File: config.mk
export PLATFORM = sky130hd
export DESIGN_NAME = pst_sqrt
export DESIGN_NICKNAME = d
export VERILOG_FILES = /design/src/rtl/pst_pkg.sv /design/src/rtl/pst_sqrt.sv
export SDC_FILE = /design/constraint.sdc
export NUM_CORES = 1
export LEC_CHECK = 0
export BUFFER_PORTS_ARGS = -buffer_cell sky130_fd_sc_hd__clkbuf_2
export CORE_MARGIN = 2
export CORE_UTILIZATION = 60
export CTS_BUF_LIST = sky130_fd_sc_hd__clkbuf_4 sky130_fd_sc_hd__clkbuf_8 sky130_fd_sc_hd__clkbuf_16
export DETAILED_ROUTE_END_ITERATION = 12
export GPL_TIMING_DRIVEN = 0
export MAX_ROUTING_LAYER = met4
export PLACE_DENSITY = 0.82
export SLEW_MARGIN = 0
export SYNTH_ARGS = -nofsm -noshare
export SYNTH_HDL_FRONTEND = slang
export SYNTH_SLANG_ARGS = --single-unit
File: constraint.sdc
create_clock -name aclk -period 7.7 [get_ports aclk]
set_input_delay 1.155 -clock aclk [delete_from_list [all_inputs] [get_ports aclk]]
set_output_delay 1.155 -clock aclk [all_outputs]
set_load 0.005 [all_outputs]
File: src/rtl/pst_pkg.sv
package pst_pkg;

    localparam int CFG_IDX_W = 8;
    localparam logic [CFG_IDX_W-1:0] CFG_REQUIRED_FRAMES      = 8'd0;
    localparam logic [CFG_IDX_W-1:0] CFG_MAX_POSITION_STEP    = 8'd1;
    localparam logic [CFG_IDX_W-1:0] CFG_MAX_ORIENTATION_STEP = 8'd2;

    localparam logic [2:0] STATUS_INVALID      = 3'd0;
    localparam logic [2:0] STATUS_STARTED      = 3'd1;
    localparam logic [2:0] STATUS_DUPLICATE    = 3'd2;
    localparam logic [2:0] STATUS_RESET        = 3'd3;
    localparam logic [2:0] STATUS_ACCUMULATING = 3'd4;
    localparam logic [2:0] STATUS_READY        = 3'd5;

    localparam int SQRT_STEPS   = 32;
    localparam int DIV_QBITS    = 16;
    localparam int CORDIC_STEPS = 21;
    localparam logic [14:0] ANGLE_LIMIT = 15'd25736;
    localparam logic [15:0] Q_ONE_Q14   = 16'd16384;

    typedef enum logic [4:0] {
        S_IDLE,
        S_QSQ_MUL,
        S_QSQ_ACC,
        S_CHECK,
        S_LEN,
        S_DIV_GO,
        S_NORM,
        S_DECIDE,
        S_PSQ_MUL,
        S_PSQ_ACC,
        S_PSQ_CHK,
        S_PSQRT,
        S_DOT_MUL,
        S_DOT_ACC,
        S_DSQ_MUL,
        S_DSQ_SUB,
        S_ACOS_SQRT,
        S_CORDIC,
        S_FINISH,
        S_OUT
    } state_t;

    // atan(2^-i) in units of 2^-20 rad
    function automatic logic [19:0] atan_val(input logic [4:0] i);
        logic [19:0] v;
        case (i)
            5'd0:  v = 20'd823550;
            5'd1:  v = 20'd486170;
            5'd2:  v = 20'd256879;
            5'd3:  v = 20'd130396;
            5'd4:  v = 20'd65451;
            5'd5:  v = 20'd32757;
            5'd6:  v = 20'd16383;
            5'd7:  v = 20'd8192;
            5'd8:  v = 20'd4096;
            5'd9:  v = 20'd2048;
            5'd10: v = 20'd1024;
            5'd11: v = 20'd512;
            5'd12: v = 20'd256;
            5'd13: v = 20'd128;
            5'd14: v = 20'd64;
            5'd15: v = 20'd32;
            5'd16: v = 20'd16;
            5'd17: v = 20'd8;
            5'd18: v = 20'd4;
            5'd19: v = 20'd2;
            5'd20: v = 20'd1;
            default: v = 20'd0;
        endcase
        return v;
    endfunction

    function automatic logic [31:0] mag33(input logic signed [32:0] v);
        logic signed [32:0] n;
        n = -v;
        return v[32] ? n[31:0] : v[31:0];
    endfunction

endpackage

File: src/rtl/pst_sqrt.sv
module pst_sqrt
    import pst_pkg::*;
(
    input  logic        aclk,
    input  logic        aresetn,
    input  logic        start,
    input  logic [63:0] radicand,
    output logic        done,
    output logic [31:0] root
);

    logic [63:0] rad_reg;
    logic [33:0] rem_reg;
    logic [31:0] root_reg;
    logic [4:0]  cnt_reg;
    logic        busy_reg;
    logic        done_reg;
    logic [35:0] cur;
    logic [35:0] trial;

    assign cur   = {rem_reg, rad_reg[63:62]};
    assign trial = {2'b00, root_reg, 2'b01};

    always_ff @(posedge aclk) begin
        if (!aresetn) begin
            busy_reg <= 1'b0;
            done_reg <= 1'b0;
        end else begin
            done_reg <= 1'b0;
            if (start) begin
                busy_reg <= 1'b1;
            end else if (busy_reg && cnt_reg == 5'(SQRT_STEPS - 1)) begin
                busy_reg <= 1'b0;
                done_reg <= 1'b1;
            end
        end
    end

    // two radicand bits per cycle, one root bit
    always_ff @(posedge aclk) begin
        if (start) begin
            rad_reg  <= radicand;
            rem_reg  <= '0;
            root_reg <= '0;
            cnt_reg  <= '0;
        end else if (busy_reg) begin
            rad_reg <= {rad_reg[61:0], 2'b00};
            cnt_reg <= cnt_reg + 5'd1;
            if (cur >= trial) begin
                rem_reg  <= 34'(cur - trial);
                root_reg <= {root_reg[30:0], 1'b1};
            end else begin
                rem_reg  <= cur[33:0];
                root_reg <= {root_reg[30:0], 1'b0};
            end
        end
    end

    assign done = done_reg;
    assign root = root_reg;

endmodule

==> flow_metrics.env <==
export IMPL_route_detailed_drc=0
export IMPL_fmax_mhz=297
export IMPL_status="completed"
export IMPL_p_per_area_nw_per_um2=355
export IMPL_largest_reg_flops=64
export IMPL_dp_hpwl_mm=14.3
export IMPL_synthXorXnorAreaFrac=0.0343
export IMPL_first_pass_iters=5
export IMPL_async_flop_share=0
export IMPL_slew_headroom=0.451
export IMPL_muxShareOfSynthArea=0.153
export IMPL_dieArea_sq_um=13700
export IMPL_avgSynthCellArea_sq_um=10.0
export IMPL_netlist_area_sq_um=7660
export IMPL_track_usage=0.312
export IMPL_grt_pass1_wl_mm=31.6
export IMPL_startpoint_type="flip-flop"
export IMPL_drt_iter0_drc=482
export IMPL_yosysSeqAreaShare=0.442
export IMPL_irDropWorstVdd_v=0.000253
export IMPL_yosys_most_used_dff="dfxtp_1"
export IMPL_final_setup_tns_ns=0
export IMPL_grt_pass1_vias=6405
export IMPL_slew_violations=0
export IMPL_cp_cell_sequence="inv_1 -> ha_1 -> clkbuf_1 -> a21oi_1 -> o221ai_1 -> o41ai_1 -> o21ai_0 -> nand3_1 -> a32o_1 -> buf_2 -> nand2_1 -> a311oi_1"
export IMPL_synth_fp_nets=866
export IMPL_synthDistinctLibCells=63
export IMPL_synth_simple_area_share=0.119
export IMPL_max_cap_violations=0
export IMPL_cp_end_kind="flip-flop"
export IMPL_core_area_sq_um=12500
export IMPL_slowest_delay_ns=0.59
export IMPL_fin_crit_sh=0.437
export IMPL_ys_ff_latch=137
export IMPL_syn_to_final_growth_pct=16.9
export IMPL_routed_via_count=6356
export IMPL_routed_wl_mm=19.8
export IMPL_hold_viol=0
export IMPL_synth_warnings=0
export IMPL_rsz0062_at_grt="false"
export IMPL_pre_cts_slack_ns=4.36
export IMPL_worstMarginPinSlew_ns=0.821
export IMPL_cts_tree="done"
export IMPL_die_w_um=117
export IMPL_synth_edf_count=64
export IMPL_post_cts_resized=0
export IMPL_layout_min_cycle_time_ns=3.37
export IMPL_die_h_um=117
export IMPL_setup_viol=0
export IMPL_skew_ns=0.0108
export IMPL_numCtsBuffers=17
export IMPL_worstSetupPathType="reg2reg"
export IMPL_grt_max_degree=49
export IMPL_htree_levels=4
export IMPL_cp_arrival_ns=3.67
export IMPL_holdBufCountCts=0
export IMPL_fin_nets=984
export IMPL_hp_class="reg2reg"
export IMPL_avgViaCountPerCell=5.96
export IMPL_numClockSinks=137
export IMPL_ant_nets=0
export IMPL_worst_path_buf_inv=3
export IMPL_crit_slowest_cell="o41ai_1"
export IMPL_gp_congestion=0.979
export IMPL_crit_fanout=10
export IMPL_synth_compound_area_share=0.149
export IMPL_p_leak_nw=3.72
export IMPL_drive_gt1_frac=0.228
export IMPL_required_ns=8.01
export IMPL_cts_buffer_depth=2
export IMPL_critPathTopFamily="compound AO/OA/AOI/OAI gates"
export IMPL_antennaDiodeCount=0
export IMPL_synthCells=763
export IMPL_clk_pin_slew_ns=0.06
export IMPL_fin_ws_ns=4.33
export IMPL_io_pins=100
export IMPL_post_cts_buffers=0
export IMPL_wire_per_inst_um=18.6
export IMPL_overflow=0
export IMPL_cts_root_buf="clkbuf_16"
export IMPL_grt_antenna_before_repair=0
export IMPL_synth_top_family_by_area="multiplexers"
export IMPL_worstSkewPairLatency_ns=0.43
export IMPL_synthAdderAreaFrac=0.0588
export IMPL_rows=41
export IMPL_start_util=0.612
export IMPL_io_buffers=98
[layout make-up]
cell class | instances | area (sq um)
buffer | 42 | 174
clock buffer | 17 | 425
fill | 977 | 3570
sequential | 137 | 3380
timing repair buffer | 99 | 510
multi-input combinational | 540 | 3930
tap | 172 | 215
inverter | 44 | 165
clock inverter | 15 | 140
[layer usage]
| layer | global-route usage | vias up | share of wire |
|---|---|---|---|
| met5 | - | - | 0 |
| met4 | 0.134 | 0 | 0.024 |
| met3 | 0.0680 | 41 | 0.066 |
| met2 | 0.510 | 247 | 0.49 |
| met1 | 0.375 | 3055 | 0.42 |
| li1 | - | 3013 | - |
[cells in the final DEF, fill, tap and decap left out, types with 8 or more instances in the layout]
cell,count
a211oi_1,20
a21o_1,13
a21oi_1,36
a311oi_1,11
and3_1,8
clkbuf_1,30
clkbuf_16,17
clkbuf_2,98
dfxtp_1,73
edfxtp_1,64
ha_1,36
inv_1,43
mux2_2,62
mux2i_1,47
nand2_1,47
nand3_1,18
nor2_1,97
o21ai_0,15
xnor2_1,19
xor2_1,11
[cell families (layout without fill, tap and decap cells)]
logic type      Yosys count  count (layout)
simple gates            206             206
compound gates          159             159
flops                   137             137
mux                     109             109
buf+inv                  86             217
fa+ha+maj                36              36
xor+xnor                 30              30
[worst paths after layout]
kind | slack, ns | startpoint | cells after the start | to
worst max-delay path | 4.33 | root[23] | 12 | rem_reg[26]
worst min-delay path | 0.50 | rem_reg[32] | 2 | rem_reg[32]
worst max register to register | 4.33 | root[23] | 12 | rem_reg[26]
worst min register to register | 0.50 | rem_reg[32] | 2 | rem_reg[32]
[worst register-to-register path: cells and delay by family (launching register included)]
kind | cells | cell delay [ns]
AO/OA/AOI/OAI | 6 | 1.75
adder cells (fa/ha/maj) | 1 | 0.29
buffers and inverters | 3 | 0.57
flip-flops | 1 | 0.37
AND/OR/NAND/NOR | 2 | 0.29
[Yosys cell counts (all sizes together), types with 12 or more instances]
cell / number / area [sq um]
dfxtp: 73 / 1460
clkbuf: 30 / 113
a21o: 13 / 97.6
nor2: 97 / 364
ha: 36 / 450
inv: 44 / 165
nand2: 47 / 176
a211oi: 20 / 150
xnor2: 19 / 166
mux2i: 47 / 470
buf: 12 / 61.3
mux2: 62 / 698
o21ai: 19 / 95.1
a21oi: 36 / 180
nand3: 19 / 100
edfxtp: 64 / 1920
[power breakdown]
| group | leakage (nW) | switching [mW] | internal, mW |
|---|---|---|---|
| logic | 2.20 | 0.872 | 0.597 |
| clock network | 0.273 | 0.342 | 0.450 |
| registers | 1.24 | 0.0581 | 0.857 |
| total | 3.72 | 1.27 | 1.90 |
[metrics by stage]
stage / hold slack (ns) / util / cell area, sq um / std cells / power (mW)
after global placement: 0.473 / 0.668 / 8360 / 1033 / 2.33
after CTS: 0.498 / 0.715 / 8950 / 1066 / 3.15
after global routing: 0.532 / 0.715 / 8950 / 1066 / 3.35
after detailed placement: 0.488 / 0.670 / 8380 / 1034 / 2.36
final: 0.496 / 0.715 / 8950 / 1066 / 3.18
after floorplan: 0.455 / - / 7660 / 763 / 2.00
No activity file was read; power rests on OpenSTA's default activity.
