### config.mk
export PLATFORM = sky130hd
export DESIGN_NAME = pst_div
export DESIGN_NICKNAME = d
export VERILOG_FILES = /design/src/rtl/pst_pkg.sv /design/src/rtl/pst_div.sv
export SDC_FILE = /design/constraint.sdc
export NUM_CORES = 1
export LEC_CHECK = 0
export BUFFER_PORTS_ARGS = -buffer_cell sky130_fd_sc_hd__buf_2
export CELL_PAD_IN_SITES_DETAIL_PLACEMENT = 0
export CELL_PAD_IN_SITES_GLOBAL_PLACEMENT = 1
export CORE_MARGIN = 1.5
export CORE_UTILIZATION = 46
export CTS_BUF_LIST = sky130_fd_sc_hd__clkbuf_2
export DETAILED_ROUTE_END_ITERATION = 16
export GPL_ROUTABILITY_DRIVEN = 0
export PLACE_DENSITY_LB_ADDON = 0.08
export SLEW_MARGIN = 20
export SYNTH_ARGS = -nofsm -noshare
export SYNTH_HDL_FRONTEND = slang
export SYNTH_SLANG_ARGS = --single-unit
export TNS_END_PERCENT = 1
### constraint.sdc
create_clock -name aclk -period 4.91 [get_ports aclk]
set_clock_uncertainty 0.2 [all_clocks]
set_input_delay 0 -clock aclk [delete_from_list [all_inputs] [get_ports aclk]]
set_output_delay 0 -clock aclk [all_outputs]
set_load 0.01 [all_outputs]
### src/rtl/pst_pkg.sv
package pst_pkg;

    localparam int CFG_IDX_W = 8;
    localparam logic [CFG_IDX_W-1:0] CFG_REQUIRED_FRAMES      = 8'd0;
    localparam logic [CFG_IDX_W-1:0] CFG_MAX_POSITION_STEP    = 8'd1;
    localparam logic [CFG_IDX_W-1:0] CFG_MAX_ORIENTATION_STEP = 8'd2;

    localparam logic [2:0] STATUS_INVALID      = 3'd0;
    localparam logic [2:0] STATUS_STARTED      = 3'd1;
    localparam logic [2:0] STATUS_DUPLICATE    = 3'd2;
    localparam logic [2:0] STATUS_RESET        = 3'd3;
    localparam logic [2:0] STATUS_ACCUMULATING = 3'd4;
    localparam logic [2:0] STATUS_READY        = 3'd5;

    localparam int SQRT_STEPS   = 32;
    localparam int DIV_QBITS    = 16;
    localparam int CORDIC_STEPS = 21;
    localparam logic [14:0] ANGLE_LIMIT = 15'd25736;
    localparam logic [15:0] Q_ONE_Q14   = 16'd16384;

    typedef enum logic [4:0] {
        S_IDLE,
        S_QSQ_MUL,
        S_QSQ_ACC,
        S_CHECK,
        S_LEN,
        S_DIV_GO,
        S_NORM,
        S_DECIDE,
        S_PSQ_MUL,
        S_PSQ_ACC,
        S_PSQ_CHK,
        S_PSQRT,
        S_DOT_MUL,
        S_DOT_ACC,
        S_DSQ_MUL,
        S_DSQ_SUB,
        S_ACOS_SQRT,
        S_CORDIC,
        S_FINISH,
        S_OUT
    } state_t;

    // atan(2^-i) in units of 2^-20 rad
    function automatic logic [19:0] atan_val(input logic [4:0] i);
        logic [19:0] v;
        case (i)
            5'd0:  v = 20'd823550;
            5'd1:  v = 20'd486170;
            5'd2:  v = 20'd256879;
            5'd3:  v = 20'd130396;
            5'd4:  v = 20'd65451;
            5'd5:  v = 20'd32757;
            5'd6:  v = 20'd16383;
            5'd7:  v = 20'd8192;
            5'd8:  v = 20'd4096;
            5'd9:  v = 20'd2048;
            5'd10: v = 20'd1024;
            5'd11: v = 20'd512;
            5'd12: v = 20'd256;
            5'd13: v = 20'd128;
            5'd14: v = 20'd64;
            5'd15: v = 20'd32;
            5'd16: v = 20'd16;
            5'd17: v = 20'd8;
            5'd18: v = 20'd4;
            5'd19: v = 20'd2;
            5'd20: v = 20'd1;
            default: v = 20'd0;
        endcase
        return v;
    endfunction

    function automatic logic [31:0] mag33(input logic signed [32:0] v);
        logic signed [32:0] n;
        n = -v;
        return v[32] ? n[31:0] : v[31:0];
    endfunction

endpackage

### src/rtl/pst_div.sv
module pst_div
    import pst_pkg::*;
(
    input  logic                 aclk,
    input  logic                 aresetn,
    input  logic                 start,
    input  logic [43:0]          num,
    input  logic [30:0]          den,
    output logic                 done,
    output logic [DIV_QBITS-1:0] quot
);

    logic [43:0]          rem_reg;
    logic [45:0]          dsh_reg;
    logic [DIV_QBITS-1:0] quot_reg;
    logic [3:0]           cnt_reg;
    logic                 busy_reg;
    logic                 done_reg;
    logic                 fits;

    assign fits = {2'b00, rem_reg} >= dsh_reg;

    always_ff @(posedge aclk) begin
        if (!aresetn) begin
            busy_reg <= 1'b0;
            done_reg <= 1'b0;
        end else begin
            done_reg <= 1'b0;
            if (start) begin
                busy_reg <= 1'b1;
            end else if (busy_reg && cnt_reg == 4'd0) begin
                busy_reg <= 1'b0;
                done_reg <= 1'b1;
            end
        end
    end

    // one quotient bit per cycle, divisor slides down
    always_ff @(posedge aclk) begin
        if (start) begin
            rem_reg  <= num;
            dsh_reg  <= {den, 15'd0};
            quot_reg <= '0;
            cnt_reg  <= 4'(DIV_QBITS - 1);
        end else if (busy_reg) begin
            dsh_reg <= {1'b0, dsh_reg[45:1]};
            cnt_reg <= cnt_reg - 4'd1;
            quot_reg <= {quot_reg[DIV_QBITS-2:0], fits};
            if (fits) begin
                rem_reg <= rem_reg - dsh_reg[43:0];
            end
        end
    end

    assign done = done_reg;
    assign quot = quot_reg;

endmodule

==> flow_summary.ini, run 1 <==
[synth]
synthArstFlopShare = 0
yosysSeqAreaShare = 0.4307
yosys.area.top_type = edfxtp_1
synth_edf_count = 75
syn_area_sq_mm = 0.006949
synth_area_leaders = edfxtp_1 32%, dfxtp_1 11%, ha_1 8.3%, mux2i_1 4.3%, a22o_1 3.9%
synthFlopType = edfxtp_1
syn_avg_cell_area_sq_um = 9.612
ys_seq_elements = 112
yosysUniqueCellTypes = 69
yosysMostFrequentCell = edfxtp_1
synth_nets = 848
synth_warnings = 0
synth_common_cells = 75 x edfxtp_1, 71 x nand2_1, 60 x inv_1, 54 x o21ai_0, 51 x a21oi_1
synthCells = 723
synth_top_area_frac = 0.3241

[setup_path]
reg2reg_from = rem_reg[0]$_DFFE_PP_
crit_buf_inv = 2
cp_top_family = compound AO/OA/AOI/OAI gates
rr_endpoint = rem_reg[7]$_DFFE_PP_
crit_chain = inv_1 -> ha_1 -> inv_1 -> fa_1 -> a21o_1 -> a22o_1 -> o21a_1 -> a211o_2 -> a21boi_2 -> o21ai_0 -> nand4_1 -> a21oi_1 -> or2_4
r2r_cells = 13
r2r_slack_ns = 1.15
end_kind = flop
critical_path_arrival_ns = 3.91
slowest_delay_ns = 0.48
crit_start = rem_reg[0]$_DFFE_PP_
critPathKind = flop to flop
slowest_stage = or2_4
crit_path_start_kind = flop
cp.required_ns = 5.06
critPathMaxFanout = 44
crit_top_cell = inv_1

[floorplanning]
dieArea_sq_mm = 0.01585
core_area_sq_mm = 0.01464
die_h_microns = 125.9
initial_utilization = 0.4745
die_w_microns = 125.9
fp-row-count = 44
io_pins = 95

[routing]
detail_route.iter0.violations = 297
drc = 5
drt_first_pass_iters = 11
ant_nets = 0
wl_per_cell_microns = 15.19
routed_wl_mm = 17.30
viasPerCell = 5.332
num_vias = 6073

[timing]
hold_violations = 0
report.final.setup_viol = 0
slew_violations = 0
max_freq_mhz = 265.8
worst_pin_slew_ns = 0.9994
finalSetupTns_ns = 0
slew_headroom = 0.3337
finalCriticalPeriod_ns = 3.762
rsz0062_at_grt = no
fin_crit_sh = 0.7662

[clock_tree]
cts_tree = built
clkLatencyLatePin_ns = 0.66
clk_path_buf_depth = 2
htreeDepth = 3
postCtsSetupRepairBufs = 0
clock-sinks = 112
root_buffer = clkbuf_2
ctsResizeCount = 0
clkTransAtPathRegs_ns = 0.35
cts_buffers = 9

[global_routing]
grt_pass1_wl_mm = 29.10
antenna_found_initial = 0
grt_pass1_vias = 6270
grt_max_degree = 106
overflow = 0
gr-usage-all-layers = 0.2251

[min_path]
min_from = num[23]
hold_end = rem_reg[23]$_DFFE_PP_
worstHoldPathType = primary input to flop
hold-path-cell-count = 4

[outcome]
violations = design-rule violations
outcome = finished, violations left

[layout]
diodes = 0
fin_util = 0.6246
drive_gt1_frac = 0.1382
largest_reg_flops = 46
fin_nets = 1075
area_delta_synth_final_pct = 31.62

[pwr]
switchingPower_mw = 1.037
p_per_area_mw_per_mm2 = 306.5
internal-power_mw = 1.766
ir_worst_vdd_uv = 208.7
swShare = 0.3699
clockPowerShare = 0.158
p_leak_nw = 3.945
comb_power_share = 0.420
seq_power_share = 0.422

[place]
portBuffers = 94
hpwl_mm = 11.07

[job]
drv_cap = 0
==> per-stage QoR <==
step	instance area (sq um)	hold slack (ns)	power, mW	setup slack [ns]	instances
after floorplan	6949	-0.08621	2.036	1.156	723
after global placement	7526	0.03841	2.262	1.023	973
after detailed placement	7526	0.03990	2.280	0.8544	973
after CTS	9144	0.008074	2.816	0.7900	1139
after global routing	9146	0.01449	3.001	0.9269	1139
final	9146	0.06514	2.803	1.148	1139
==> worst max path at each step <==
stage	endpoint	slack (ns)	cells after the start
floorplan	rem_reg[0]$_DFFE_PP_	1.16	13
global placement	rem_reg[11]$_DFFE_PP_	1.02	13
detailed placement	rem_reg[12]$_DFFE_PP_	0.85	13
CTS	rem_reg[24]$_DFFE_PP_	0.79	13
global route	rem_reg[23]$_DFFE_PP_	0.93	11
finish	rem_reg[7]$_DFFE_PP_	1.15	13
==> cell type report <==
type / instances / area, sq um
Inverter: 60 / 225.2
Clock inverter: 7 / 71.32
Multi-Input combinational cell: 520 / 3583
Clock buffer: 9 / 45.04
Fill cell: 1216 / 5498
Sequential cell: 112 / 2994
Timing Repair Buffer: 247 / 1997
Tap cell: 184 / 230.2
==> worst min-delay path: cells and delay by family <==
| kind | cells | cell delay (ns) |
|---|---|---|
| AND/OR/NAND/NOR | 1 | 0.11 |
| AO/OA/AOI/OAI | 1 | 0.07 |
| buffers and inverters | 2 | 0.63 |
==> per-layer routing <==
layer	share of wire	track usage
met4	0.0077	0.04936
met5	0	0
met1	0.46	0.2872
met3	0.036	0.04248
met2	0.49	0.3979
==> power groups by stage <==
stage / Combinational [mW] / Clock [mW] / Sequential [mW]
3_3_place_gp: 1.06 / 0 / 1.20
2_1_floorplan: 0.844 / 0 / 1.19
3_5_place_dp: 1.08 / 0 / 1.20
6_report: 1.18 / 0.442 / 1.18
5_1_grt: 1.32 / 0.485 / 1.20
4_1_cts: 1.17 / 0.459 / 1.18
==> kinds of logic (layout without fill, tap and decap cells) <==
kind of cell    after synthesis  count (layout)  synth area share
compound gates              222             222            0.2146
fa+ha+maj                    47              47           0.08570
flops                       112             112            0.4307
xor+xnor                     38              38           0.04789
mux                          32              32           0.04645
simple gates                181             181            0.1203
buf+inv                      91             323           0.05437
==> timing repair <==
action / 4_1_cts / 5_1_grt
hold endpoints to repair: 112 / 0
setup endpoints to repair: 0 / 0
hold buffers: 150 / 0
==> cell usage in the layout, fill, tap and decap left out, types with 7 or more instances in the layout <==
cell type	n
dlygate4sd3_1	150
buf_2	93
edfxtp_1	75
nand2_1	71
inv_1	60
o21ai_0	54
a21oi_1	51
nor2_1	46
ha_1	46
dfxtp_1	36
a22o_1	31
mux2i_1	30
a21o_1	28
xnor2_1	22
xor2_1	16
nand3_1	12
and3_1	9
clkbuf_2	9
o21bai_1	8
o21a_1	8
nand4_1	7
(Power assumes the default switching activity.)
==> run 2, diff against run 1 <==
--- a/config.mk
+++ b/config.mk
@@ -9,7 +9,7 @@
 export CELL_PAD_IN_SITES_DETAIL_PLACEMENT = 0
 export CELL_PAD_IN_SITES_GLOBAL_PLACEMENT = 1
 export CORE_MARGIN = 1.5
-export CORE_UTILIZATION = 46
+export CORE_UTILIZATION = 42
 export CTS_BUF_LIST = sky130_fd_sc_hd__clkbuf_2
 export DETAILED_ROUTE_END_ITERATION = 16
 export GPL_ROUTABILITY_DRIVEN = 0
==> constraint.sdc (replaced) <==
create_clock -name aclk -period 3.18 [get_ports aclk]
set_clock_uncertainty 0.2 [all_clocks]
set_input_delay 0 -clock aclk [delete_from_list [all_inputs] [get_ports aclk]]
set_output_delay 0 -clock aclk [all_outputs]
set_load 0.01 [all_outputs]
==> run 2 against run 1 <==
The run ends with negative setup slack left. Register-to-register slack got worse by 1.3 ns. Sequential power rose by 56%. Critical path depth rose by 1. Largest power group is now combinational logic.
==> flow_summary.ini, run 2 (synthesized netlist as in run 1, its figures left out) <==
[outcome]
outcome = finished, violations left
violations = negative setup slack

[min_path]
min_from = num[41]
hold_end = rem_reg[41]$_DFFE_PP_
hold-path-cell-count = 5
worstHoldPathType = primary input to flop

[clock_tree]
clk_path_buf_depth = 2
postCtsSetupRepairBufs = 0
clkTransAtPathRegs_ns = 0.40
htreeDepth = 3
cts_buffers = 9
cts_tree = built
clock-sinks = 112
clkLatencyLatePin_ns = 0.70
root_buffer = clkbuf_2

[global_routing]
grt_pass1_vias = 6415
grt_pass1_wl_mm = 30.79
overflow = 0
grt_use_met1 = 0.2850
grt_max_degree = 65
gr-max-usage-layer = met2
antenna_found_initial = 0
gr-usage-all-layers = 0.2154
grtUsageMet3 = 0.04360
use_met2 = 0.3594

[timing]
slew_violations = 0
report.final.setup_viol = 46
whs_ns = 0.08044
setup_ws_ns = -0.1255
finalCriticalPeriod_ns = 3.306
worst_pin_slew_ns = 0.8557
rsz0062_at_grt = yes
finalSetupTns_ns = -4.490
slew_headroom = 0.4295
fin_crit_sh = 1.039
max_freq_mhz = 302.5
hold_violations = 0

[floorplanning]
initial_utilization = 0.4343
fp-row-count = 46
io_pins = 95
die_w_microns = 131.6
dieArea_sq_mm = 0.01733
core_area_sq_mm = 0.01600
die_h_microns = 131.6

[pwr]
ir_worst_vdd_uv = 244.1
p_leak_nw = 4.218
power.total_mw = 4.711
p_per_area_mw_per_mm2 = 482.6

[setup_path]
r2r_cells = 14
crit_path_start_kind = flop
cp.required_ns = 3.47
r2r_slack_ns = -0.13
critPathMaxFanout = 23
end_kind = flop
rr_endpoint = rem_reg[9]$_DFFE_PP_
reg2reg_from = rem_reg[0]$_DFFE_PP_
critical_path_arrival_ns = 3.60
critPathKind = flop to flop

[layout]
num-fill-cells = 1429
drive_gt1_frac = 0.2012
area_delta_synth_final_pct = 40.48
final_common_cell = dlygate4sd3_1
fin_util = 0.6101
fin_nets = 1124
mostFrequentLayoutCells = 154 x dlygate4sd3_1, 93 x buf_2, 75 x edfxtp_1
largest_reg_flops = 46
finalInstanceArea_sq_mm = 0.009762
diodes = 0

[place]
dpl_cell_area_sq_mm = 0.007934
portBuffers = 94
hpwl_mm = 12.24

[routing]
ant_nets = 0
num_vias = 6293
viasPerCell = 5.158
drc = 0
wl_per_cell_microns = 15.08
drt_first_pass_iters = 5
detail_route.iter0.violations = 362
routed_wl_mm = 18.39

[job]
drv_cap = 0
-- run 2: changes by cell type in the layout (fill, tap and decap cells not counted), moves of 4 or more --
cell and delta:
dlygate4sd3_1 +4, a21oi_2 +4, inv_12 +4, buf_4 +43, ha_1 -6, o21ai_2 +4
a21oi_1 -5, o21ai_0 -4
-- run 2: power by group --
| group | total [mW] | internal (mW) | switching, mW | leakage [nW] |
|---|---|---|---|---|
| Combinational | 2.07 | 1.01 | 1.06 | 3.07 |
| Sequential | 1.84 | 1.77 | 0.0773 | 1.07 |
| Clock | 0.802 | 0.173 | 0.629 | 0.0864 |
| Total | 4.71 | 2.95 | 1.77 | 4.22 |
-- run 2: worst max-delay path: stages, from the launching register on --
cell	delay [ns]
edfxtp_1	0.45
inv_1	0.07
ha_2	0.17
inv_1	0.06
fa_2	0.34
a21o_1	0.18
a22o_1	0.20
o21a_1	0.20
a211o_4	0.36
a21boi_4	0.18
o21ai_2	0.08
nand4_1	0.10
a21oi_1	0.09
or2_4	0.27
buf_12	0.18
-- run 2: repair_timing --
item	in CTS	in global routing
endpoints found under the hold margin	156	0
pin swaps	2	7
endpoints found under the setup margin	47	64
hold buffers	154	0
gates cloned	0	0
gates resized for setup	3	30
-- run 2: final cells by class --
cell class	instances	area (sq um)	share of cell area
well taps	216	270.3	0.02769
flip-flops and latches	112	2998	0.3071
clock inverters	7	108.9	0.01115
inverters	60	225.2	0.02307
multi-input cells	520	3715	0.3805
repair buffers	296	2400	0.2458
clock buffers	9	45.04	0.004614
-- run 2: worst max-delay path by stage --
stage	to	slack [ns]	from	cells past startpoint
floorplan	rem_reg[0]$_DFFE_PP_	0.02	rem_reg[0]$_DFFE_PP_	13
global placement	rem_reg[12]$_DFFE_PP_	-0.007	rem_reg[0]$_DFFE_PP_	14
detailed placement	rem_reg[38]$_DFFE_PP_	-0.13	rem_reg[0]$_DFFE_PP_	14
CTS	rem_reg[12]$_DFFE_PP_	-0.11	rem_reg[0]$_DFFE_PP_	14
global route	rem_reg[9]$_DFFE_PP_	-0.27	rem_reg[0]$_DFFE_PP_	14
finish	rem_reg[9]$_DFFE_PP_	-0.13	rem_reg[0]$_DFFE_PP_	14
-- run 2: per-stage QoR --
step | setup slack, ns | std cells
3_5_place_dp | -0.1262 | 1050
2_1_floorplan | 0.02097 | 723
5_1_grt | -0.2670 | 1220
6_report | -0.1255 | 1220
4_1_cts | -0.1080 | 1220
3_3_place_gp | -0.007348 | 1050
-- run 2: routing by layer --
layer | part of all wire | vias to the layer above
met4 | 0.017 | 0
met1 | 0.48 | 2990
met5 | 0 | -
li1 | - | 3166
met3 | 0.029 | 24
met2 | 0.48 | 113
