## src/rtl/pst_pkg.sv

```systemverilog
package pst_pkg;

    localparam int CFG_IDX_W = 8;
    localparam logic [CFG_IDX_W-1:0] CFG_REQUIRED_FRAMES      = 8'd0;
    localparam logic [CFG_IDX_W-1:0] CFG_MAX_POSITION_STEP    = 8'd1;
    localparam logic [CFG_IDX_W-1:0] CFG_MAX_ORIENTATION_STEP = 8'd2;

    localparam logic [2:0] STATUS_INVALID      = 3'd0;
    localparam logic [2:0] STATUS_STARTED      = 3'd1;
    localparam logic [2:0] STATUS_DUPLICATE    = 3'd2;
    localparam logic [2:0] STATUS_RESET        = 3'd3;
    localparam logic [2:0] STATUS_ACCUMULATING = 3'd4;
    localparam logic [2:0] STATUS_READY        = 3'd5;

    localparam int SQRT_STEPS   = 32;
    localparam int DIV_QBITS    = 16;
    localparam int CORDIC_STEPS = 21;
    localparam logic [14:0] ANGLE_LIMIT = 15'd25736;
    localparam logic [15:0] Q_ONE_Q14   = 16'd16384;

    typedef enum logic [4:0] {
        S_IDLE,
        S_QSQ_MUL,
        S_QSQ_ACC,
        S_CHECK,
        S_LEN,
        S_DIV_GO,
        S_NORM,
        S_DECIDE,
        S_PSQ_MUL,
        S_PSQ_ACC,
        S_PSQ_CHK,
        S_PSQRT,
        S_DOT_MUL,
        S_DOT_ACC,
        S_DSQ_MUL,
        S_DSQ_SUB,
        S_ACOS_SQRT,
        S_CORDIC,
        S_FINISH,
        S_OUT
    } state_t;

    // atan(2^-i) in units of 2^-20 rad
    function automatic logic [19:0] atan_val(input logic [4:0] i);
        logic [19:0] v;
        case (i)
            5'd0:  v = 20'd823550;
            5'd1:  v = 20'd486170;
            5'd2:  v = 20'd256879;
            5'd3:  v = 20'd130396;
            5'd4:  v = 20'd65451;
            5'd5:  v = 20'd32757;
            5'd6:  v = 20'd16383;
            5'd7:  v = 20'd8192;
            5'd8:  v = 20'd4096;
            5'd9:  v = 20'd2048;
            5'd10: v = 20'd1024;
            5'd11: v = 20'd512;
            5'd12: v = 20'd256;
            5'd13: v = 20'd128;
            5'd14: v = 20'd64;
            5'd15: v = 20'd32;
            5'd16: v = 20'd16;
            5'd17: v = 20'd8;
            5'd18: v = 20'd4;
            5'd19: v = 20'd2;
            5'd20: v = 20'd1;
            default: v = 20'd0;
        endcase
        return v;
    endfunction

    function automatic logic [31:0] mag33(input logic signed [32:0] v);
        logic signed [32:0] n;
        n = -v;
        return v[32] ? n[31:0] : v[31:0];
    endfunction

endpackage

```

## src/rtl/pst_cordic.sv

```systemverilog
module pst_cordic
    import pst_pkg::*;
(
    input  logic        aclk,
    input  logic        aresetn,
    input  logic        start,
    input  logic [28:0] x0,
    input  logic [28:0] y0,
    output logic        done,
    output logic [14:0] step
);

    logic signed [31:0] x_reg;
    logic signed [31:0] y_reg;
    logic signed [23:0] z_reg;
    logic [4:0]         i_reg;
    logic               busy_reg;
    logic               done_reg;
    logic signed [31:0] xs;
    logic signed [31:0] ys;
    logic signed [23:0] a;
    logic [23:0]        zc;
    logic [17:0]        r;

    assign xs = x_reg >>> i_reg;
    assign ys = y_reg >>> i_reg;
    assign a  = signed'({4'd0, atan_val(i_reg)});

    always_ff @(posedge aclk) begin
        if (!aresetn) begin
            busy_reg <= 1'b0;
            done_reg <= 1'b0;
        end else begin
            done_reg <= 1'b0;
            if (start) begin
                busy_reg <= 1'b1;
            end else if (busy_reg && i_reg == 5'(CORDIC_STEPS - 1)) begin
                busy_reg <= 1'b0;
                done_reg <= 1'b1;
            end
        end
    end

    // vectoring: drive y toward zero, collect the angle in z
    always_ff @(posedge aclk) begin
        if (start) begin
            x_reg <= signed'({3'd0, x0});
            y_reg <= signed'({3'd0, y0});
            z_reg <= '0;
            i_reg <= '0;
        end else if (busy_reg) begin
            i_reg <= i_reg + 5'd1;
            if (!y_reg[31]) begin
                x_reg <= x_reg + ys;
                y_reg <= y_reg - xs;
                z_reg <= z_reg + a;
            end else begin
                x_reg <= x_reg - ys;
                y_reg <= y_reg + xs;
                z_reg <= z_reg - a;
            end
        end
    end

    assign zc   = z_reg[23] ? 24'd0 : z_reg;
    assign r    = 18'((zc + 24'd32) >> 6);
    assign step = (r > {3'd0, ANGLE_LIMIT}) ? ANGLE_LIMIT : r[14:0];
    assign done = done_reg;

endmodule

```

## config.mk

```make
export PLATFORM = sky130hd
export DESIGN_NAME = pst_cordic
export DESIGN_NICKNAME = d
export VERILOG_FILES = /design/src/rtl/pst_pkg.sv /design/src/rtl/pst_cordic.sv
export SDC_FILE = /design/constraint.sdc
export NUM_CORES = 1
export LEC_CHECK = 0
export BUFFER_PORTS_ARGS = -buffer_cell sky130_fd_sc_hd__buf_2
export CAP_MARGIN = 30
export CORE_MARGIN = 2
export CORE_UTILIZATION = 45
export CTS_CLUSTER_SIZE = 12
export DETAILED_ROUTE_END_ITERATION = 12
export RECOVER_POWER = 100
export SLEW_MARGIN = 20
export SYNTH_ARGS = -nofsm -noshare
export SYNTH_HDL_FRONTEND = slang
export SYNTH_SLANG_ARGS = --single-unit
```

## constraint.sdc

```tcl
create_clock -name aclk -period 5.2 [get_ports aclk]
set_input_delay 1.04 -clock aclk [delete_from_list [all_inputs] [get_ports aclk]]
set_output_delay 1.04 -clock aclk [all_outputs]
set_load 0.005 [all_outputs]
```

==> impl_metrics.env, run 1 <==
export IMPL_clk_latency_ns=0.47
export IMPL_tightest_slew_ns=0.849
export IMPL_boundaryPins=77
export IMPL_cp_end_kind="flip-flop"
export IMPL_cp_required_ns=5.38
export IMPL_stdcell_count=3025
export IMPL_grt_start_max_net_pins=94
export IMPL_dp_cells=2883
export IMPL_grt_usage_pct=34.5
export IMPL_p_leak_nw=10.2
export IMPL_path_max_fanout=5
export IMPL_cts_sinks=115
export IMPL_netlist_instances=1926
export IMPL_grt_pass1_vias=17518
export IMPL_drt_pass1_iterations=8
export IMPL_worstSetupPathType="reg -> reg"
export IMPL_synthDominantCellAreaShare_pct=11.5
export IMPL_cts_buffer_depth=2
export IMPL_netlist_area_um2=16000
export IMPL_routabilityCongestion=1.03
export IMPL_async_flop_share_pct=0
export IMPL_synth_common_cells="nand2_1 (201), nor2_1 (169), o21ai_0 (137)"
export IMPL_antenna_found_initial=1
export IMPL_dp_final_hpwl_mm=48.8
export IMPL_r2r_start="i_reg[1]$_SDFFE_PP0P_"
export IMPL_rsz0062_at_grt="true"
export IMPL_synth_fp_nets=2092
export IMPL_final_nets=2716
export IMPL_port_buffers=76
export IMPL_synth_cell_types=97
export IMPL_drive_above_1_share_pct=41.2
export IMPL_max_freq_mhz=186
export IMPL_synth_seq_cells=115
export IMPL_cts_tree="built"
export IMPL_violations="setup timing"
export IMPL_yosysWarnings=0
export IMPL_drt_total_wl_mm=64.8
export IMPL_rows=69
export IMPL_finClkSkew_ns=0.0215
export IMPL_cp_arrival_ns=5.57
export IMPL_hold_viol_final=0
export IMPL_core_area_um2=35300
export IMPL_ant_nets=0
export IMPL_cp_start_kind="flip-flop"
export IMPL_syn_area_per_cell_um2=8.33
export IMPL_drv_slew=0
export IMPL_p_per_area_nw_per_um2=802
export IMPL_gr_total_overflow=0
export IMPL_finalSetupViolations=19
export IMPL_fin_ws_ns=-0.189
export IMPL_seq_area_frac_synth_pct=18.0
export IMPL_layout_min_cycle_time_ns=5.39
export IMPL_finalSetupTns_ns=-1.87
export IMPL_cts_root_buf="clkbuf_16"
export IMPL_drt_vias_per_instance=6.01
export IMPL_h_tree_depth=4
export IMPL_synth_area_leader_cell="mux4_2"
export IMPL_die_height_um=193
export IMPL_vias=18182
export IMPL_area_delta_synth_final_pct=45.1
export IMPL_min_delay_path_depth=2
export IMPL_wl_per_cell_um=21.4
export IMPL_reg2reg_depth=26
export IMPL_min_path_type="reg -> reg"
export IMPL_drc=0
export IMPL_drtIter0Drc=1597
export IMPL_ir_worst_vdd_uv=545
export IMPL_ys_flop_type="edfxtp_1"
export IMPL_grt_first_pass_wirelength_mm=97.5
export IMPL_synth_edf_count=58
export IMPL_outcome="finished, violations left"
export IMPL_fp_dieArea_um2=37200
export IMPL_yosysMostFrequentCell="nand2_1"
export IMPL_drv_cap=0
export IMPL_die_w_um=193
export IMPL_startpoint="i_reg[1]$_SDFFE_PP0P_"
export IMPL_path_clk_slew_ns=0.08
export IMPL_period_share_pct=104
export IMPL_hold_start="z_reg[0]$_SDFFE_PP0P_"
export IMPL_synth_top_cells_by_area="mux4_2 (12%), edfxtp_1 (11%), ha_1 (8.0%)"
export IMPL_numCtsBuffers=17
export IMPL_start_util_pct=45.5
export IMPL_relSlewSlack_pct=43.4
per-stage QoR:
step	setup WS, ns	total power [mW]	area (µm²)	utilization [%]	hold WS, ns
after CTS	-0.152	17.4	22400	63.5	0.488
after global routing	-0.380	20.0	23300	65.9	0.512
after global placement	-0.486	14.9	20600	58.5	0.472
after floorplan	0.00189	9.40	16100	-	0.463
final	-0.189	18.7	23300	65.9	0.492
after detailed placement	-0.449	15.1	20600	58.5	0.480
critical path, cell delays in order (launching register included):
cell	delay, ns
dfxtp_4	0.41
buf_12	0.13
buf_12	0.10
mux4_2	0.52
buf_6	0.14
mux2i_4	0.19
buf_6	0.12
o32a_1	0.31
and3_4	0.25
nand4b_1	0.12
buf_6	0.16
nor4_4	0.19
buf_4	0.18
buf_4	0.14
nand3_1	0.12
or3_4	0.39
nand3_2	0.11
ha_4	0.21
and4_1	0.20
and3_1	0.19
nand4_1	0.08
o31ai_2	0.07
a21o_1	0.21
a21oi_4	0.21
o21bai_1	0.09
xnor2_1	0.15
o21ai_1	0.07
path summary, 6_finish.rpt:
path | endpoint | slack [ns]
worst max register to register | x_reg[26]$_DFFE_PP_ | -0.19
worst max-delay path | x_reg[26]$_DFFE_PP_ | -0.19
worst min register to register | z_reg[0]$_SDFFE_PP0P_ | 0.49
worst min-delay path | z_reg[0]$_SDFFE_PP0P_ | 0.49
layout make-up:
type                    count  area [µm²]
clock buffers              21         504
clock inverters            11         113
fillers                  2963       12000
diodes                      1        2.50
inverters                  57         225
multi-input cells        1637       13300
repair buffers            722        5640
well taps                 461         577
flip-flops and latches    115        2900
cell families after synthesis:
kind of cell               after synthesis  share of synthesized area [%]
AOI/OAI and AO/OA                      562                           22.8
and+or+nand+nor                        627                           18.9
muxes                                  195                           18.9
adders and majority gates              105                           8.33
DFF                                    115                           18.0
xor gates and xnor gates               148                           8.08
buffers and inverters                  174                           5.06
placed cells by master, fill, tap and decap left out, types with 9 or more instances in the layout:
| cell | count |
|---|---|
| xor2_1 | 64 |
| ha_1 | 95 |
| edfxtp_1 | 58 |
| buf_6 | 24 |
| and4_1 | 9 |
| nor3_1 | 36 |
| buf_4 | 596 |
| nand4_1 | 17 |
| nand2_1 | 198 |
| o21bai_1 | 15 |
| nand2b_1 | 23 |
| a211oi_1 | 15 |
| clkbuf_16 | 20 |
| o21a_1 | 22 |
| o21ai_2 | 9 |
| and2_1 | 14 |
| o21ai_1 | 25 |
| or3_1 | 10 |
| a31oi_1 | 25 |
| nor2b_1 | 24 |
| a21oi_2 | 19 |
| nor2_1 | 163 |
| mux4_2 | 82 |
| xnor2_1 | 72 |
| buf_12 | 16 |
| o21ai_0 | 109 |
| a21oi_1 | 104 |
| dfxtp_1 | 51 |
| and3_1 | 12 |
| o211ai_1 | 21 |
| a22oi_1 | 19 |
| mux2i_1 | 68 |
| xnor2_2 | 9 |
| mux2_2 | 31 |
| a21o_1 | 44 |
| buf_2 | 75 |
| inv_1 | 47 |
| nand3_1 | 35 |
metal layers:
layer | part of all wire [%] | GRT usage (%)
met3 | 7.8 | 6.98
met2 | 46 | 55.9
met1 | 42 | 44.8
met5 | 0 | 0
met4 | 4.3 | 14.1
timing repair:
item                                    in CTS  in global routing
pin swaps                                   70                 75
endpoints found under the setup margin      31                 42
hold buffers                                 0                  0
gates resized for setup                    129                129
gates cloned                                 4                  0
setup buffers                               65                 46
hold endpoints to repair                     0                  0
where the power goes:
part / total [mW] / internal (mW) / switching, mW
Combinational: 15.4 / 8.01 / 7.40
Sequential: 1.97 / 1.47 / 0.502
Clock: 1.29 / 0.750 / 0.536
Power figures use the tool's default switching activity.
==> run 2: changes to the inputs <==
CORE_UTILIZATION = 50   (was 45)
PLACE_DENSITY = 0.7   (was unset)
==> impl_metrics.env, run 2 (synthesis results as in run 1) <==
export IMPL_outcome="finished, violations left"
export IMPL_violations="capacitance limit, slew limit, setup timing"
export IMPL_max_freq_mhz=180
export IMPL_die_height_um=183
export IMPL_core_area_um2=31600
export IMPL_tightest_slew_ns=2.88
export IMPL_fp_dieArea_um2=33500
export IMPL_p_leak_nw=9.81
export IMPL_wl_met1_mm=26.4
export IMPL_path_clk_slew_ns=0.07
export IMPL_ant_nets=0
export IMPL_drive_above_1_share_pct=39.6
export IMPL_relSlewSlack_pct=-92.0
export IMPL_gr_total_overflow=0
export IMPL_cp_slowest_cell="mux4_2"
export IMPL_stdcell_count=2913
export IMPL_cts_root_buf="clkbuf_16"
export IMPL_dp_cells=2795
export IMPL_final_nets=2664
export IMPL_numCtsBuffers=17
export IMPL_clk_latency_ns=0.47
export IMPL_met3_length_mm=5.37
export IMPL_drt_vias_per_instance=6.23
export IMPL_vias=18146
export IMPL_routabilityCongestion=1.05
export IMPL_grt_usage_pct=37.8
export IMPL_cts_tree="built"
export IMPL_cts_hold_buf=0
export IMPL_h_tree_depth=4
export IMPL_boundaryPins=77
export IMPL_finalSetupViolations=20
export IMPL_die_w_um=183
export IMPL_drt_total_wl_mm=63.8
export IMPL_cp_required_ns=5.30
export IMPL_rsz0062_at_grt="true"
export IMPL_drc=0
export IMPL_antenna_found_initial=2
export IMPL_antenna_cells=0
export IMPL_drv_cap=1
export IMPL_wl_per_cell_um=21.9
export IMPL_drtIter0Drc=1804
export IMPL_crit_family="compound AO/OA/AOI/OAI gates"
export IMPL_finClkSkew_ns=0.0162
export IMPL_area_delta_synth_final_pct=40.2
export IMPL_cts_sinks=115
export IMPL_period_share_pct=107
export IMPL_port_buffers=76
export IMPL_dr_wl_met2_mm=29.2
export IMPL_critPathMaxStageDelay_ns=0.60
export IMPL_p_per_area_nw_per_um2=822
export IMPL_path_cells="buf_4, buf_6, mux4_2, a22oi_2, nand2_2, a211oi_4, ha_2, and4_4, o2111ai_4, nor3_4, buf_6, nand2_4, or4_4, and2_4, o22ai_4, ha_1, buf_4, a21o_1, a41oi_2, a41o_1, buf_4, xor2_1, o21ai_0"
export IMPL_hold_viol_final=0
export IMPL_cp_arrival_ns=5.64
export IMPL_fin_ws_ns=-0.341
export IMPL_drv_slew=65
export IMPL_grt_start_max_net_pins=82
export IMPL_cp_end_kind="flip-flop"
export IMPL_ir_worst_vdd_uv=700
export IMPL_register_area_um2=2900
export IMPL_multi_input_area_um2=13300
export IMPL_worstSetupPathType="reg -> reg"
export IMPL_start_util_pct=50.9
export IMPL_dp_final_hpwl_mm=48.2
export IMPL_highest_layer="met5"
export IMPL_rows=65
export IMPL_num_fill_cells=2506
export IMPL_mostFrequentLayoutCells="buf_4 (561), nand2_1 (198), nor2_1 (160)"
export IMPL_cpMostUsedCell="buf_4"
export IMPL_min_path_type="reg -> reg"
export IMPL_layout_min_cycle_time_ns=5.54
export IMPL_path_max_fanout=6
export IMPL_grt_pass1_vias=17774
export IMPL_power_mw=18.5
export IMPL_critPathBufInv=5
export IMPL_final_common_cell="buf_4"
export IMPL_drt_pass1_iterations=8
export IMPL_whs_ns=0.493
export IMPL_grt_first_pass_wirelength_mm=98.5
export IMPL_cts_buffer_depth=2
export IMPL_cp_start_kind="flip-flop"
run 2: area by class of cell:
| type | count | area share (%) |
|---|---|---|
| multi-input cells | 1637 | 58.9 |
| inverters | 57 | 0.962 |
| clock buffers | 20 | 1.98 |
| flip-flops and latches | 115 | 12.9 |
| repair buffers | 670 | 22.7 |
| well taps | 402 | 2.24 |
| clock inverters | 12 | 0.345 |
run 2: worst paths after layout:
check	from	to	slack, ns	cells after the start
worst max-delay path	i_reg[0]$_SDFFE_PP0P_	x_reg[27]$_DFFE_PP_	-0.34	23
worst min-delay path	z_reg[2]$_SDFFE_PP0P_	z_reg[2]$_SDFFE_PP0P_	0.49	2
worst max register to register	i_reg[0]$_SDFFE_PP0P_	x_reg[27]$_DFFE_PP_	-0.34	23
worst min register to register	z_reg[2]$_SDFFE_PP0P_	z_reg[2]$_SDFFE_PP0P_	0.49	2
run 2: tightest hold or removal path, stage by stage, from the launching register on:
cell      delay [ns]
dfxtp_1         0.31
nor2_1          0.08
a211oi_1        0.05
run 2: timing repair:
| action | CTS | global route |
|---|---|---|
| resized for setup | 120 | 117 |
| setup buffers | 58 | 27 |
| endpoints found under the hold margin | 0 | 0 |
| cloned | 2 | 0 |
| pin swaps | 60 | 88 |
| setup endpoints to repair | 35 | 43 |
run 2: power breakdown:
group	internal, mW	switching, mW	total, mW
clock	0.620	0.518	1.14
sequential	1.47	0.544	2.02
combinational	7.86	7.48	15.3
run 2: routing by layer:
metal / global-route usage, % / vias up
met5: 0 / -
met4: 15.0 / 2
met3: 7.63 / 164
met2: 61.8 / 833
met1: 49.1 / 8726
li1: - / 8421
run 2: per-stage QoR:
step | area [µm²] | utilization (%) | TNS (ns) | setup slack (ns)
after CTS | 21900 | 69.3 | -0.0841 | -0.0447
final | 22500 | 71.3 | -3.64 | -0.341
after detailed placement | 20300 | 64.2 | -7.97 | -0.524
after global placement | 20300 | 64.2 | -6.98 | -0.505
after floorplan | 16100 | - | 0 | 0.00189
after global routing | 22500 | 71.3 | -7.95 | -0.503
